**src/thw_pkg.sv**
```systemverilog
// ----------------------------------------------------------------------------
// thw_pkg
// Shared types and constants of the tiered heartbeat watchdog.
// ----------------------------------------------------------------------------
package thw_pkg;

    // Input item opcodes
    localparam logic OP_HEARTBEAT = 1'b0;
    localparam logic OP_TICK      = 1'b1;

    // Register index, taken from paddr[2]
    localparam logic REG_MAX_FAILURES   = 1'b0;
    localparam logic REG_WARN_THRESHOLD = 1'b1;

    localparam int unsigned PADDR_WIDTH = 3;
    localparam int unsigned PDATA_WIDTH = 32;

    localparam logic [7:0] MAX_FAILURES_RST   = 8'd10;
    localparam logic [6:0] WARN_THRESHOLD_RST = 7'd5;

    // Miss timing. The count is kept as (elapsed + STALE_OFFSET) split into
    // whole periods and a remainder, so misses = periods, except at exactly
    // STALE_START_MS where it is still zero.
    localparam int unsigned STALE_START_MS = 5000;
    localparam int unsigned MISS_PERIOD_MS = 5500;
    localparam int unsigned STALE_OFFSET   = MISS_PERIOD_MS - STALE_START_MS;
    localparam int unsigned REM_WIDTH      = 13;
    localparam int unsigned SUM_WIDTH      = 17;
    // Most periods one 16-bit tick plus a remainder can carry
    localparam int unsigned MAX_CARRY      = 12;
    localparam int unsigned CARRY_WIDTH    = 4;

    typedef struct packed {
        logic        op;
        logic [15:0] tick_ms;
    } in_word_t;

    typedef struct packed {
        logic [7:0] miss_count;
        logic       warn_event;
        logic       fault_event;
        logic       latch_event;
    } out_word_t;

    typedef struct packed {
        logic [7:0] max_failures;
        logic [6:0] warn_threshold;
    } cfg_t;

    typedef struct packed {
        logic emits;    // current item gives a result word
        logic latched;  // fault latched, block inert
    } eng_status_t;

endpackage

```
**src/thw_apb_regs.sv**
```systemverilog
// ----------------------------------------------------------------------------
// thw_apb_regs
// APB register file: max_failures and warn_threshold.
// ----------------------------------------------------------------------------
module thw_apb_regs
(
    input  logic                                 clk,
    input  logic                                 rst_n,
    input  logic                                 psel,
    input  logic                                 penable,
    input  logic                                 pwrite,
    input  logic [thw_pkg::PADDR_WIDTH-1:0]      paddr,
    input  logic [thw_pkg::PDATA_WIDTH-1:0]      pwdata,
    output logic [thw_pkg::PDATA_WIDTH-1:0]      prdata,
    output logic                                 pready,
    output thw_pkg::cfg_t                        cfg
);

    thw_pkg::cfg_t cfg_reg;
    thw_pkg::cfg_t cfg_next;
    logic          wr_en;
    logic          reg_idx;

    assign pready  = 1'b1;
    assign wr_en   = psel && penable && pwrite;
    assign reg_idx = paddr[2];

    always_comb
    begin
        cfg_next = cfg_reg;
        if (wr_en)
        begin
            case (reg_idx)
                thw_pkg::REG_MAX_FAILURES:   cfg_next.max_failures   = pwdata[7:0];
                thw_pkg::REG_WARN_THRESHOLD: cfg_next.warn_threshold = pwdata[6:0];
                default:                     cfg_next = cfg_reg;
            endcase
        end
    end

    always_comb
    begin
        case (reg_idx)
            thw_pkg::REG_MAX_FAILURES:
                prdata = {24'd0, cfg_reg.max_failures};
            thw_pkg::REG_WARN_THRESHOLD:
                prdata = {25'd0, cfg_reg.warn_threshold};
            default:
                prdata = '0;
        endcase
    end

    always_ff @(posedge clk or negedge rst_n)
    begin
        if (!rst_n)
        begin
            cfg_reg.max_failures   <= thw_pkg::MAX_FAILURES_RST;
            cfg_reg.warn_threshold <= thw_pkg::WARN_THRESHOLD_RST;
        end
        else
        begin
            cfg_reg <= cfg_next;
        end
    end

    assign cfg = cfg_reg;

endmodule

```
**src/thw_miss_engine.sv**
```systemverilog
// ----------------------------------------------------------------------------
// thw_miss_engine
// Watchdog state and combinational miss/tier evaluation for one word.
// ----------------------------------------------------------------------------
module thw_miss_engine
(
    input  logic                  clk,
    input  logic                  rst_n,
    input  logic                  step,   // word leaves the input stage
    input  thw_pkg::in_word_t     item,
    input  thw_pkg::cfg_t         cfg,
    output thw_pkg::out_word_t    res,
    output thw_pkg::eng_status_t  status
);

    typedef struct packed {
        logic [thw_pkg::CARRY_WIDTH-1:0] carry;
        logic [thw_pkg::REM_WIDTH-1:0]   rem;
    } split_t;

    // Whole periods in s (s < 13 periods) and what is left over
    function automatic split_t period_split(input logic [thw_pkg::SUM_WIDTH-1:0] s);
        split_t                        sp;
        logic [thw_pkg::SUM_WIDTH-1:0] base;
        sp.carry = '0;
        base     = '0;
        for (int k = 1; k <= int'(thw_pkg::MAX_CARRY); k++)
        begin
            if (s >= thw_pkg::SUM_WIDTH'(k * thw_pkg::MISS_PERIOD_MS))
            begin
                sp.carry = thw_pkg::CARRY_WIDTH'(k);
                base     = thw_pkg::SUM_WIDTH'(k * thw_pkg::MISS_PERIOD_MS);
            end
        end
        sp.rem = thw_pkg::REM_WIDTH'(s - base);
        return sp;
    endfunction

    // periods_reg saturates at 255: beyond that only min(.., max_failures)
    // matters, which is then max_failures anyway.
    logic [7:0]                     periods_reg, periods_next;
    logic [thw_pkg::REM_WIDTH-1:0]  rem_reg, rem_next;
    logic [7:0]                     prev_reg, prev_next;
    logic                           latched_reg, latched_next;

    logic [thw_pkg::SUM_WIDTH-1:0]  sum;
    split_t                         sp;
    logic [8:0]                     per_sum;
    logic [7:0]                     per_new;
    logic                           not_stale;
    logic [7:0]                     miss;
    logic [7:0]                     prev_eff;
    logic [7:0]                     warn_thr;
    logic                           latch;

    assign sum      = thw_pkg::SUM_WIDTH'(rem_reg) + thw_pkg::SUM_WIDTH'(item.tick_ms);
    assign sp       = period_split(sum);
    assign per_sum  = 9'(periods_reg) + 9'(sp.carry);
    assign per_new  = (per_sum > 9'd255) ? 8'd255 : per_sum[7:0];
    // exactly at the stale start the offset count is one period, no remainder
    assign not_stale = (per_new != 8'd0) && !((per_new == 8'd1) && (sp.rem == '0));
    assign miss     = !not_stale ? 8'd0 :
                      (per_new > cfg.max_failures) ? cfg.max_failures : per_new;
    assign prev_eff = (miss == 8'd0) ? 8'd0 : prev_reg;
    assign warn_thr = {1'b0, cfg.warn_threshold};
    assign latch    = (miss >= cfg.max_failures);

    always_comb
    begin
        res.miss_count  = miss;
        res.warn_event  = (miss > prev_eff) && (miss != 8'd0) && (miss <= warn_thr);
        res.fault_event = (miss > warn_thr) && (miss < cfg.max_failures) &&
                          (prev_eff <= warn_thr);
        res.latch_event = latch;
    end

    assign status.emits   = !latched_reg && (item.op == thw_pkg::OP_TICK);
    assign status.latched = latched_reg;

    always_comb
    begin
        periods_next = periods_reg;
        rem_next     = rem_reg;
        prev_next    = prev_reg;
        latched_next = latched_reg;
        if (step && !latched_reg)
        begin
            case (item.op)
                thw_pkg::OP_HEARTBEAT:
                begin
                    periods_next = 8'd0;
                    rem_next     = thw_pkg::REM_WIDTH'(thw_pkg::STALE_OFFSET);
                end
                thw_pkg::OP_TICK:
                begin
                    periods_next = per_new;
                    rem_next     = sp.rem;
                    prev_next    = miss;
                    latched_next = latch;
                end
                default:
                begin
                    periods_next = periods_reg;
                end
            endcase
        end
    end

    always_ff @(posedge clk or negedge rst_n)
    begin
        if (!rst_n)
        begin
            periods_reg <= 8'd0;
            rem_reg     <= thw_pkg::REM_WIDTH'(thw_pkg::STALE_OFFSET);
            prev_reg    <= 8'd0;
            latched_reg <= 1'b0;
        end
        else
        begin
            periods_reg <= periods_next;
            rem_reg     <= rem_next;
            prev_reg    <= prev_next;
            latched_reg <= latched_next;
        end
    end

endmodule

```
**src/tiered_heartbeat_watchdog_unit.sv**
```systemverilog
// ----------------------------------------------------------------------------
// tiered_heartbeat_watchdog_unit
// Heartbeat timeout watchdog with warn, active-fault and latch tiers.
// ----------------------------------------------------------------------------
// Input channel (in_valid / in_stall / in_word): one word per heartbeat
// (op = 0) or poll tick (op = 1, tick_ms = ms since last tick).
// Output channel (out_valid / out_stall / out_word): one result word per
// tick while the fault is not latched; heartbeats and anything after the
// latch give no result.
// APB port: max_failures at 0x0, warn_threshold at 0x4; write only when idle.
// Path: an accepted word enters the input register, and a tick's result is
// then written to the result register, which drives out_word. Throughput:
// one word per cycle while out_stall is not holding a full result register
// with a tick's result waiting behind it.
// Stall: with the result register held by out_stall, one more word can sit
// in the input register; in_stall rises only when both are full. Words that
// give no result drain even while the output is stalled.
// Reset: elapsed time, previous miss count and the latch clear, registers
// return to 10 / 5. No clearing pass; ready the cycle after reset.
// Elapsed time is held as periods + remainder; periods saturate at 255, never
// below max_failures, so the miss count is exact.
// ----------------------------------------------------------------------------
module tiered_heartbeat_watchdog_unit
(
    input  logic                             clk,
    input  logic                             rst_n,
    // input words
    input  logic                             in_valid,
    output logic                             in_stall,
    input  thw_pkg::in_word_t                in_word,
    // result words
    output logic                             out_valid,
    input  logic                             out_stall,
    output thw_pkg::out_word_t               out_word,
    // configuration
    input  logic                             psel,
    input  logic                             penable,
    input  logic                             pwrite,
    input  logic [thw_pkg::PADDR_WIDTH-1:0]  paddr,
    input  logic [thw_pkg::PDATA_WIDTH-1:0]  pwdata,
    output logic [thw_pkg::PDATA_WIDTH-1:0]  prdata,
    output logic                             pready
);

    thw_pkg::cfg_t         cfg;
    thw_pkg::out_word_t    res;
    thw_pkg::eng_status_t  status;

    // input stage
    logic                  stage_valid_reg, stage_valid_next;
    thw_pkg::in_word_t     stage_word_reg;
    // result stage
    logic                  out_valid_reg, out_valid_next;
    thw_pkg::out_word_t    out_word_reg;

    logic                  in_fire;
    logic                  step;
    logic                  res_load;

    thw_apb_regs u_regs
    (
        .clk     (clk),
        .rst_n   (rst_n),
        .psel    (psel),
        .penable (penable),
        .pwrite  (pwrite),
        .paddr   (paddr),
        .pwdata  (pwdata),
        .prdata  (prdata),
        .pready  (pready),
        .cfg     (cfg)
    );

    thw_miss_engine u_engine
    (
        .clk    (clk),
        .rst_n  (rst_n),
        .step   (step),
        .item   (stage_word_reg),
        .cfg    (cfg),
        .res    (res),
        .status (status)
    );

    // Word leaves the input stage unless it has a result and the
    // result register is full and held.
    assign step     = stage_valid_reg &&
                      (!status.emits || !out_valid_reg || !out_stall);
    assign res_load = step && status.emits;
    assign in_stall = stage_valid_reg && !step;
    assign in_fire  = in_valid && !in_stall;

    always_comb
    begin
        stage_valid_next = stage_valid_reg;
        if (in_fire)
        begin
            stage_valid_next = 1'b1;
        end
        else if (step)
        begin
            stage_valid_next = 1'b0;
        end
    end

    always_comb
    begin
        out_valid_next = out_valid_reg;
        if (res_load)
        begin
            out_valid_next = 1'b1;
        end
        else if (out_valid_reg && !out_stall)
        begin
            out_valid_next = 1'b0;
        end
    end

    always_ff @(posedge clk or negedge rst_n)
    begin
        if (!rst_n)
        begin
            stage_valid_reg <= 1'b0;
            out_valid_reg   <= 1'b0;
        end
        else
        begin
            stage_valid_reg <= stage_valid_next;
            out_valid_reg   <= out_valid_next;
        end
    end

    // payload, no reset
    always_ff @(posedge clk)
    begin
        if (in_fire)
        begin
            stage_word_reg <= in_word;
        end
        if (res_load)
        begin
            out_word_reg <= res;
        end
    end

    assign out_valid = out_valid_reg;
    assign out_word  = out_word_reg;

    // ------------------------------------------------------------------------
    // Assertions
    // ------------------------------------------------------------------------

    // once latched, only reset clears the fault
    a_latch_sticks: assert property (@(posedge clk) disable iff (!rst_n)
        status.latched |=> status.latched)
        else $error("fault latch cleared without reset");

    // no result is produced from a latched block
    a_no_res_latched: assert property (@(posedge clk) disable iff (!rst_n)
        res_load |-> !status.latched)
        else $error("result produced while latched");

    // the fault tier excludes the warn and latch tiers
    a_tiers_exclusive: assert property (@(posedge clk) disable iff (!rst_n)
        out_valid |-> !(out_word.warn_event && out_word.fault_event) &&
                      !(out_word.fault_event && out_word.latch_event))
        else $error("more than one tier event in a result word");

    // a result loaded behind a held one would overwrite it
    a_no_overwrite: assert property (@(posedge clk) disable iff (!rst_n)
        (out_valid_reg && out_stall) |-> !res_load)
        else $error("result register overwritten while stalled");

endmodule
```
**config.mk**
```make
export PLATFORM = sky130hd
export DESIGN_NAME = tiered_heartbeat_watchdog_unit
export DESIGN_NICKNAME = d
export VERILOG_FILES = /design/src/thw_pkg.sv /design/src/thw_apb_regs.sv /design/src/thw_miss_engine.sv /design/src/tiered_heartbeat_watchdog_unit.sv
export SDC_FILE = /design/constraint.sdc
export NUM_CORES = 1
export LEC_CHECK = 0
export ABC_CLOCK_PERIOD_IN_PS = 13100
export BUFFER_PORTS_ARGS = -buffer_cell sky130_fd_sc_hd__buf_4
export CORE_MARGIN = 1.5
export CORE_UTILIZATION = 55
export CTS_CLUSTER_SIZE = 16
export DETAILED_ROUTE_END_ITERATION = 10
export GPL_TIMING_DRIVEN = 1
export PLACE_DENSITY = 0.82
export SYNTH_ARGS = -nofsm -noshare
export SYNTH_HDL_FRONTEND = slang
export SYNTH_SLANG_ARGS = --single-unit
```
**constraint.sdc**
```tcl
create_clock -name clk -period 13.1 [get_ports clk]
set_input_delay 3.93 -clock clk [delete_from_list [all_inputs] [get_ports clk]]
set_output_delay 3.93 -clock clk [all_outputs]
set_load 0.01 [all_outputs]
```
-- Yosys cells after proc, flatten, opt, wreduce, memory -nomap -nowiden
Cells that the tools add are included.
- add/subtract/negate cells: 3
- magnitude comparators: 20
- eq/ne operators: 1
- muxes and demuxes: 35
- bitwise operators: 2
- reduce and logical (&&, ||, !) cells: 33
- operators with widths (operator ; number):
    $mux W13 ; 12
    $ge A17 B16 Y1 const B ; 6
    $pmux W32 S2 ; 1
    $ge A17 B15 Y1 const B ; 3
    $mux W4 ; 11
    $mux W8 ; 4
    $pmux W13 S2 ; 1
    $add A13 B16 Y17 ; 1
    $ge A17 B13 Y1 const B ; 1
    $ge A17 B14 Y1 const B ; 1
    $ge A17 B17 Y1 const B ; 1
    $gt A8 B8 Y1 ; 2
    $le A8 B7 Y1 ; 2
    $pmux W8 S2 ; 1
    $reduce_bool A8 Y1 ; 2
    $logic_and A1 B1 Y1 ; 15
    $logic_not A13 Y1 ; 1
    $sub A13 B13 Y13 ; 1
    $add A8 B4 Y9 ; 1
    $gt A9 B8 Y1 const B ; 1
    $eq A8 B1 Y1 const B ; 1
    $ge A8 B8 Y1 ; 1
    $gt A8 B7 Y1 ; 1
    $logic_not A8 Y1 ; 1
    other kinds (7) ; 22
- register bits: 75
- input bits: 59
- output and inout bits: 46
- word-level logic and storage cells: 108

-- Logic depth before layout (Yosys ltp)
Gate-level depths: netlist of the first run.
- depth in word-level cells: 27
- gate-level depth with buffers: 51

-- By module
Synthesis of the first run repeated with hierarchy kept, for this count alone.
- cell total of the unflattened synthesis: 753
- area total of the unflattened synthesis: 6866.6 sq um
- by module, submodules not included (module ; instances ; cells each ; area each (sq um) ; seq. area each (sq um)):
    thw_miss_engine ; 1 ; 645 ; 5041.1 ; 758.2
    tiered_heartbeat_watchdog_unit ; 1 ; 40 ; 945.9 ; 890.9
    thw_apb_regs ; 1 ; 68 ; 879.6 ; 380.4

-- Least setup slack after synthesis of the first run
No wires, ideal clock.
- path kind: register to register
- start point: register u_engine.rem_reg[0] in the netlist's numbering
- end point: register out_word_reg (netlist bit out_word[1]), data pin
- data arrival time: 8.468 ns
- data required time: 12.970 ns
- slack: 4.502 ns
- cell stages (with the launch flop): 50
- buffers on the path: 1
- period minus slack after synthesis: 8.598 ns
- path through: dfrtp_1 > ha_1 > inv_1 > fa_1 > nor2b_1 > o31a_1 > o2111ai_1 > a211o_1 > nor4_1 > nand3_1 > a31oi_2 > a21oi_1 > o21ai_0 > a21oi_1 > o21ai_0 > a21oi_1 > ha_1 > fa_1 > (+14 left out) > nor2_1 > a21oi_1 > nand3_1 > and2_1 > clkbuf_1 > nand3_1 > inv_1 > ha_1 > nor2b_1 > o21a_1 > o21a_1 > o21ai_0 > nand2b_1 > a21oi_1 > nor2b_1 > o22ai_1 > and3_1 > o211a_1
- RTL lines (item ; RTL line ; RTL):
    from (decl) ; thw_miss_engine.sv:42 ; logic [thw_pkg::REM_WIDTH-1:0] rem_reg, rem_next;
    from (signal assigned) ; thw_miss_engine.sv:114 ; rem_reg <= thw_pkg::REM_WIDTH'(thw_pkg::STALE_OFFSET);
    from (signal assigned) ; thw_miss_engine.sv:121 ; rem_reg <= rem_next;
    to (signal assigned) ; tiered_heartbeat_watchdog_unit.sv:142 ; out_word_reg <= res;
    to (decl) ; tiered_heartbeat_watchdog_unit.sv:54 ; thw_pkg::out_word_t out_word_reg;

==> results of run 1 <==
[critical path, delay by kind of cell, from the launching register on]
family	cells	cell delay, ps
AOI/OAI and AO/OA	22	4270
xor gates and xnor gates	1	780
adders and majority gates	6	1870
buffers and inverters	4	600
DFF	1	350
and+or+nand+nor	13	2090
[cells by family after synthesis]
| family | synth area share |
|---|---|
| buffers and inverters | 0.07108 |
| AND/OR/NAND/NOR | 0.2125 |
| AO/OA/AOI/OAI | 0.2445 |
| XOR/XNOR | 0.02243 |
| multiplexers | 0.03238 |
| other | 0.001086 |
| adder cells (fa/ha/maj) | 0.1226 |
| flip-flops | 0.2934 |
[layout make-up]
class,instances,area (um2)
repair buffers,56,420.4
clock inverters,4,52.55
flip-flops and latches,75,2029
well taps,168,210.2
fillers,1001,4518
clock buffers,12,267.8
inverters,48,180.2
multi-input cells,645,4483
[stage by stage]
stage / setup slack (ps) / hold slack, ps / std cells / util
detailed placement: 3178 / 463.0 / 992 / 0.6022
finish: 2859 / 489.9 / 1008 / 0.6285
floorplan: 4502 / 419.3 / 820 / -
CTS: 2957 / 486.6 / 1008 / 0.6285
global placement: 3258 / 442.0 / 992 / 0.6022
global route: 2053 / 506.9 / 1008 / 0.6285
[worst max-delay path by stage]
stage | cells past startpoint | to | from | slack [ps]
floorplan | 49 | out_word[1] | u_engine.rem_reg[0] | 4500
global route | 46 | out_word[2] | u_engine.rem_reg[0] | 2050
global placement | 46 | out_word[1] | u_engine.rem_reg[5] | 3260
CTS | 46 | out_word[2] | u_engine.rem_reg[0] | 2960
finish | 46 | out_word[2] | u_engine.rem_reg[0] | 2860
detailed placement | 46 | out_word[2] | u_engine.rem_reg[0] | 3180
[layer usage]
layer  GRT usage  vias to the layer above
li1            -                     2978
met1      0.3834                     2950
met2      0.4040                      261
met3     0.04428                       38
met4      0.1259                        0
met5           0                        -
[synthesized netlist by cell type, types with 6 or more instances]
library cell,instances,area (um2)
sky130_fd_sc_hd__a21o_1,14,105.1
sky130_fd_sc_hd__nor2b_1,19,118.9
sky130_fd_sc_hd__edfxtp_1,28,840.8
sky130_fd_sc_hd__nand3_1,36,180.2
sky130_fd_sc_hd__a31oi_1,10,62.56
sky130_fd_sc_hd__o21a_1,10,75.07
sky130_fd_sc_hd__dfrtp_1,37,925.9
sky130_fd_sc_hd__or3_1,7,43.79
sky130_fd_sc_hd__o31ai_1,10,75.07
sky130_fd_sc_hd__nand2b_1,19,118.9
sky130_fd_sc_hd__xor2_1,7,61.31
sky130_fd_sc_hd__o21ai_1,6,30.03
sky130_fd_sc_hd__inv_1,45,168.9
sky130_fd_sc_hd__and2_1,6,37.54
sky130_fd_sc_hd__dfstp_2,10,262.8
sky130_fd_sc_hd__a21oi_1,49,245.2
sky130_fd_sc_hd__and3_1,8,50.05
sky130_fd_sc_hd__xnor2_1,7,61.31
sky130_fd_sc_hd__nand4_1,14,87.58
sky130_fd_sc_hd__nor3_1,14,70.07
sky130_fd_sc_hd__buf_4,27,202.7
sky130_fd_sc_hd__nor2_1,56,210.2
sky130_fd_sc_hd__clkbuf_1,18,67.56
sky130_fd_sc_hd__o21ai_0,56,280.3
sky130_fd_sc_hd__nand2_1,64,240.2
sky130_fd_sc_hd__nor4_1,8,50.05
sky130_fd_sc_hd__mux2_2,19,214.0
sky130_fd_sc_hd__a22o_1,6,52.55
sky130_fd_sc_hd__ha_1,63,788.3
==> flow_summary_export.csv, run 1 <==
group,metric,value,unit
outcome,outcome,"finished, final reports clean",
sta,unrepaired_setup_endpoints_after_global_routing,"false",
yosys,syn_area,0.006918,mm2
yosys,top_ff_cell_synth,"sky130_fd_sc_hd__dfrtp_1",
clocking,ctsRootBufferMaster,"sky130_fd_sc_hd__clkbuf_16",
grt,first_pass_grt_wire_length,27990,um
sta,tightest_slew,1006,ps
setup_path,start_kind,"flip-flop",
yosys,netlist_instances,797,
sta,fin_crit_sh,0.7818,
finish,area_delta_synth_final,10.49,%
floorplan,die_area,0.01326,mm2
setup_path,critPathMaxFanout,17,
sta,setup_viol,0,
route,met2WireLength,7504,um
sta,maxSlewViolCount,0,
placed_design,gp_congestion,0.9733,
clocking,cts_tree,"built",
clocking,cts-htree-levels,3,
clocking,clock_insertion_delay_worst_skew,350,ps
grt,grt_max_degree,48,
yosys,async_set_or_reset_flop_fraction_in_the_synthesized_netlist,0.6267,
setup_path,reg2reg_setup_slack,2860,ps
finish,mostFrequentLayoutCells,"sky130_fd_sc_hd__nand2_1 (64), sky130_fd_sc_hd__ha_1 (63), sky130_fd_sc_hd__o21ai_0 (56), sky130_fd_sc_hd__nor2_1 (56), sky130_fd_sc_hd__buf_4 (56)",
hold_path,hold_path_class,"flip-flop to flip-flop",
clocking,cts.clk_slew.worst_paths,60,ps
placed_design,placed_cell_area,0.007323,mm2
floorplan,die-width,115.2,um
floorplan,core_region_area,0.01216,mm2
finish,num_antenna_cells,0,
finish,num-nets-final,960,
clocking,post_cts_hold_buffer_count,0,
sta,maxSlewHeadroom,0.3245,
grt,number_of_global_route_vias_before_repair,5720,
grt,number_of_antenna_violations_at_the_first_check_in_global_routing,0,
grt,grt_usage,0.2700,
finish,layout.cells.most_common,"sky130_fd_sc_hd__nand2_1",
setup_path,path_class,"flip-flop to flip-flop",
hold_path,whs_endpoint,"u_engine.rem_reg[0]",
clocking,cts_inserted_buffers,9,
placed_design,buffer_ports.inserted,53,
clocking,clockBufferDepth,2,
route,wire_length_on_met1,7938,um
route,ant_nets,0,
floorplan,start_util,0.5688,
route,route.met3.wl,1204,um
hold_path,worstHoldStart,"u_engine.rem_reg[0]",
route,routed_wire_length_per_instance,17.01,um
clocking,cts_sinks,75,
sta,final_hold_fails,0,
placed_design,dp_hpwl,12730,um
setup_path,worstRegToRegCells,46,
yosys,synth_edf_count,28,
route,drt_drc_violations_left,0,
setup_path,critical_path.reg2reg.startpoint,"u_engine.rem_reg[0]",
yosys,postSynthAreaPerCell,8.680,um2
sta,clock_tree_skew_after_final_layout,9.251,ps
setup_path,cp_data_required_time,13190,ps
route,routed_via_density,6.178,
setup_path,critical_path.slowest_cell,"sky130_fd_sc_hd__xor2_1",
yosys,synth.lib_cells_used.distinct,86,
clocking,cts_post_setup_buffers_inserted,0,
setup_path,top_cell_by_count_worst_path,"sky130_fd_sc_hd__a21oi_1",
route,detailroute.via_count,6227,
setup_path,r2r_end,"out_word[2]",
yosys,yosysWarnings,0,
clocking,cts-resized-gates,0,
sta,final.min_clock_period,10240,ps
sta,timing.setup.tns,0,ps
route,highest-signal-layer,"met4",
route,drt_wl_total,17150,um
sta,fmaxAchievable,97.64,MHz
setup_path,endpoint_kind,"flip-flop",
hold_path,worst_hold_path_cells,2,
yosys,ys_seq_elements,75,
grt,globalRouteOverflowTotal,0,
floorplan,boundaryPins,105,
finish,stdcell_area,0.007644,mm2
finish,largest_register_ff_count,17,
setup_path,critPathMaxStageDelay,780,ps
job,max_cap_violations,0,
route,drt_iter0_markers,590,
yosys,seq_area_frac_synth,0.2934,
finish,post_route_cells_drive_above_1_share,0.1631,
route,drt_pass1_iterations,5,
floorplan,rows,40,
setup_path,cp_data_arrival_time,10330,ps
floorplan,vertical_die_dimension,115.2,um
Power of run 1 is left out: the tool's default activity adds up to more than one toggle a clock period on the data nets, which glitch-free logic cannot reach.
==> inputs of run 2 (changes only) <==
--- a/config.mk
+++ b/config.mk
@@ -5,7 +5,7 @@
 export SDC_FILE = /design/constraint.sdc
 export NUM_CORES = 1
 export LEC_CHECK = 0
-export ABC_CLOCK_PERIOD_IN_PS = 13100
+export ABC_CLOCK_PERIOD_IN_PS = 9750
 export BUFFER_PORTS_ARGS = -buffer_cell sky130_fd_sc_hd__buf_4
 export CORE_MARGIN = 1.5
 export CORE_UTILIZATION = 55
==> constraint.sdc (replaced) <==
create_clock -name clk -period 9.75 [get_ports clk]
set_input_delay 2.925 -clock clk [delete_from_list [all_inputs] [get_ports clk]]
set_output_delay 2.925 -clock clk [all_outputs]
set_load 0.01 [all_outputs]
==> run 2 against run 1 <==
  * Design area increased by 3.1%
  * Critical path depth grew 4
  * Global-route usage grew 0.25 points
  * First-iteration DRC count is 5.6% lower
  * Clock skew fell by 4.0 ps
==> flow_summary_export.csv, run 2 (synthesis results as in run 1) <==
group,metric,value,unit
setup_path,path_class,"flip-flop to flip-flop",
clocking,cts-htree-levels,3,
route,detailroute.via_count,6267,
grt,globalRouteOverflowTotal,0,
placed_design,dp.cells,1006,
setup_path,critPathMaxStageDelay,450,ps
route,drt_wl_total,17600,um
finish,finish.cell_count_without_fillers,1023,
finish,largest_register_ff_count,17,
sta,timing.setup.tns,0,ps
grt,number_of_global_route_vias_before_repair,5764,
sta,tightest_slew,857.8,ps
floorplan,vertical_die_dimension,115.2,um
placed_design,dp_hpwl,13060,um
clocking,clock_insertion_delay_worst_skew,350,ps
grt,number_of_antenna_violations_at_the_first_check_in_global_routing,0,
sta,fin_crit_sh,0.9495,
finish,layout.cells.most_common,"sky130_fd_sc_hd__buf_4",
floorplan,die_area,0.01326,mm2
clocking,cts_tree,"built",
placed_design,buffer_ports.inserted,53,
clocking,post_cts_hold_buffer_count,0,
clocking,cts_inserted_buffers,9,
finish,area_delta_synth_final,13.89,%
finish,num_antenna_cells,0,
route,drt_iter0_markers,557,
sta,smallest_hold_slack,483.0,ps
setup_path,critical_path.slowest_cell,"sky130_fd_sc_hd__fa_1",
setup_path,cp_data_required_time,9970,ps
finish,num-nets-final,975,
finish,post_route_cells_drive_above_1_share,0.1953,
floorplan,rows,40,
sta,maxSlewViolCount,0,
sta,clock_tree_skew_after_final_layout,5.290,ps
route,routed_wire_length_per_instance,17.20,um
sta,final.min_clock_period,9258,ps
floorplan,core_region_area,0.01216,mm2
sta,setup_viol,0,
hold_path,hold_path_class,"flip-flop to flip-flop",
setup_path,critPathMaxFanout,10,
setup_path,start_kind,"flip-flop",
placed_design,gp_congestion,0.9425,
sta,final_hold_fails,0,
floorplan,boundaryPins,105,
grt,first_pass_grt_wire_length,28410,um
route,ant_nets,0,
grt,grt_max_degree,48,
clocking,clockBufferDepth,2,
setup_path,endpoint_kind,"flip-flop",
route,drt_pass1_iterations,5,
floorplan,die-width,115.2,um
grt,grt_usage,0.2725,
clocking,cts_sinks,75,
floorplan,start_util,0.5688,
route,drt_drc_violations_left,0,
clocking,cts.clk_slew.worst_paths,60,ps
route,routed_via_density,6.126,
job,max_cap_violations,0,
finish,mostFrequentLayoutCells,"sky130_fd_sc_hd__buf_4 (70), sky130_fd_sc_hd__nand2_1 (63), sky130_fd_sc_hd__ha_1 (63), sky130_fd_sc_hd__o21ai_0 (56), sky130_fd_sc_hd__nor2_1 (56)",
setup_path,reg2reg_setup_slack,490,ps
setup_path,cp_data_arrival_time,9480,ps
placed_design,placement.setup.worst_slack,339.3,ps
finish,fill_cells,966,
sta,worst_slack,491.9,ps
sta,maxSlewHeadroom,0.4267,
sta,fmaxAchievable,108.0,MHz
clocking,ctsRootBufferMaster,"sky130_fd_sc_hd__clkbuf_16",
outcome,outcome,"finished, final reports clean",
==> run 2: timing repair <==
action                                  CTS  global route
setup buffers                             0             1
endpoints found under the setup margin    0             4
gates resized for setup                   0            21
==> run 2: routing by layer <==
layer	track usage	vias to the layer above	part of all wire
met3	0.05166	31	0.085
met4	0.09383	0	0.021
li1	-	3022	-
met5	0	-	0
met1	0.3926	2935	0.45
met2	0.4115	279	0.44
==> run 2: worst max-delay path: cells and delay by family (launching register included) <==
family	cells	cell delay (ps)
adder cells (fa/ha/maj)	6	1950
buffers and inverters	5	570
AND/OR/NAND/NOR	17	2220
flip-flops	1	360
AO/OA/AOI/OAI	21	3810
multiplexers	1	200
==> run 2: path summary, 6_finish.rpt <==
kind,from,end,cells past startpoint
worst max-delay path,u_engine.rem_reg[0],out_word[1],50
worst min-delay path,u_engine.latched_reg,u_engine.latched_reg,1
min in group asynchronous,rst_n,u_regs.cfg[9],1
worst max register to register,u_engine.rem_reg[0],out_word[1],50
worst min register to register,u_engine.latched_reg,u_engine.latched_reg,1
max in group asynchronous,rst_n,u_engine.periods_reg[0],1
==> run 2: final cells by class <==
type / count / area [um2] / area share
Multi-Input combinational cell: 645 / 4584 / 0.5819
Sequential cell: 75 / 2029 / 0.2576
Timing Repair Buffer: 71 / 536.8 / 0.06813
Clock buffer: 13 / 271.5 / 0.03446
Tap cell: 168 / 210.2 / 0.02668
Inverter: 48 / 180.2 / 0.02287
Clock inverter: 3 / 66.31 / 0.008417
==> run 2: stage by stage <==
stage / utilization / cell area (um2)
after global routing: 0.6478 / 7879
final: 0.6478 / 7879
after global placement: 0.6108 / 7428
after floorplan: - / 7004
after detailed placement: 0.6108 / 7428
after CTS: 0.6386 / 7766
Power of run 2 is left out for the same reason.
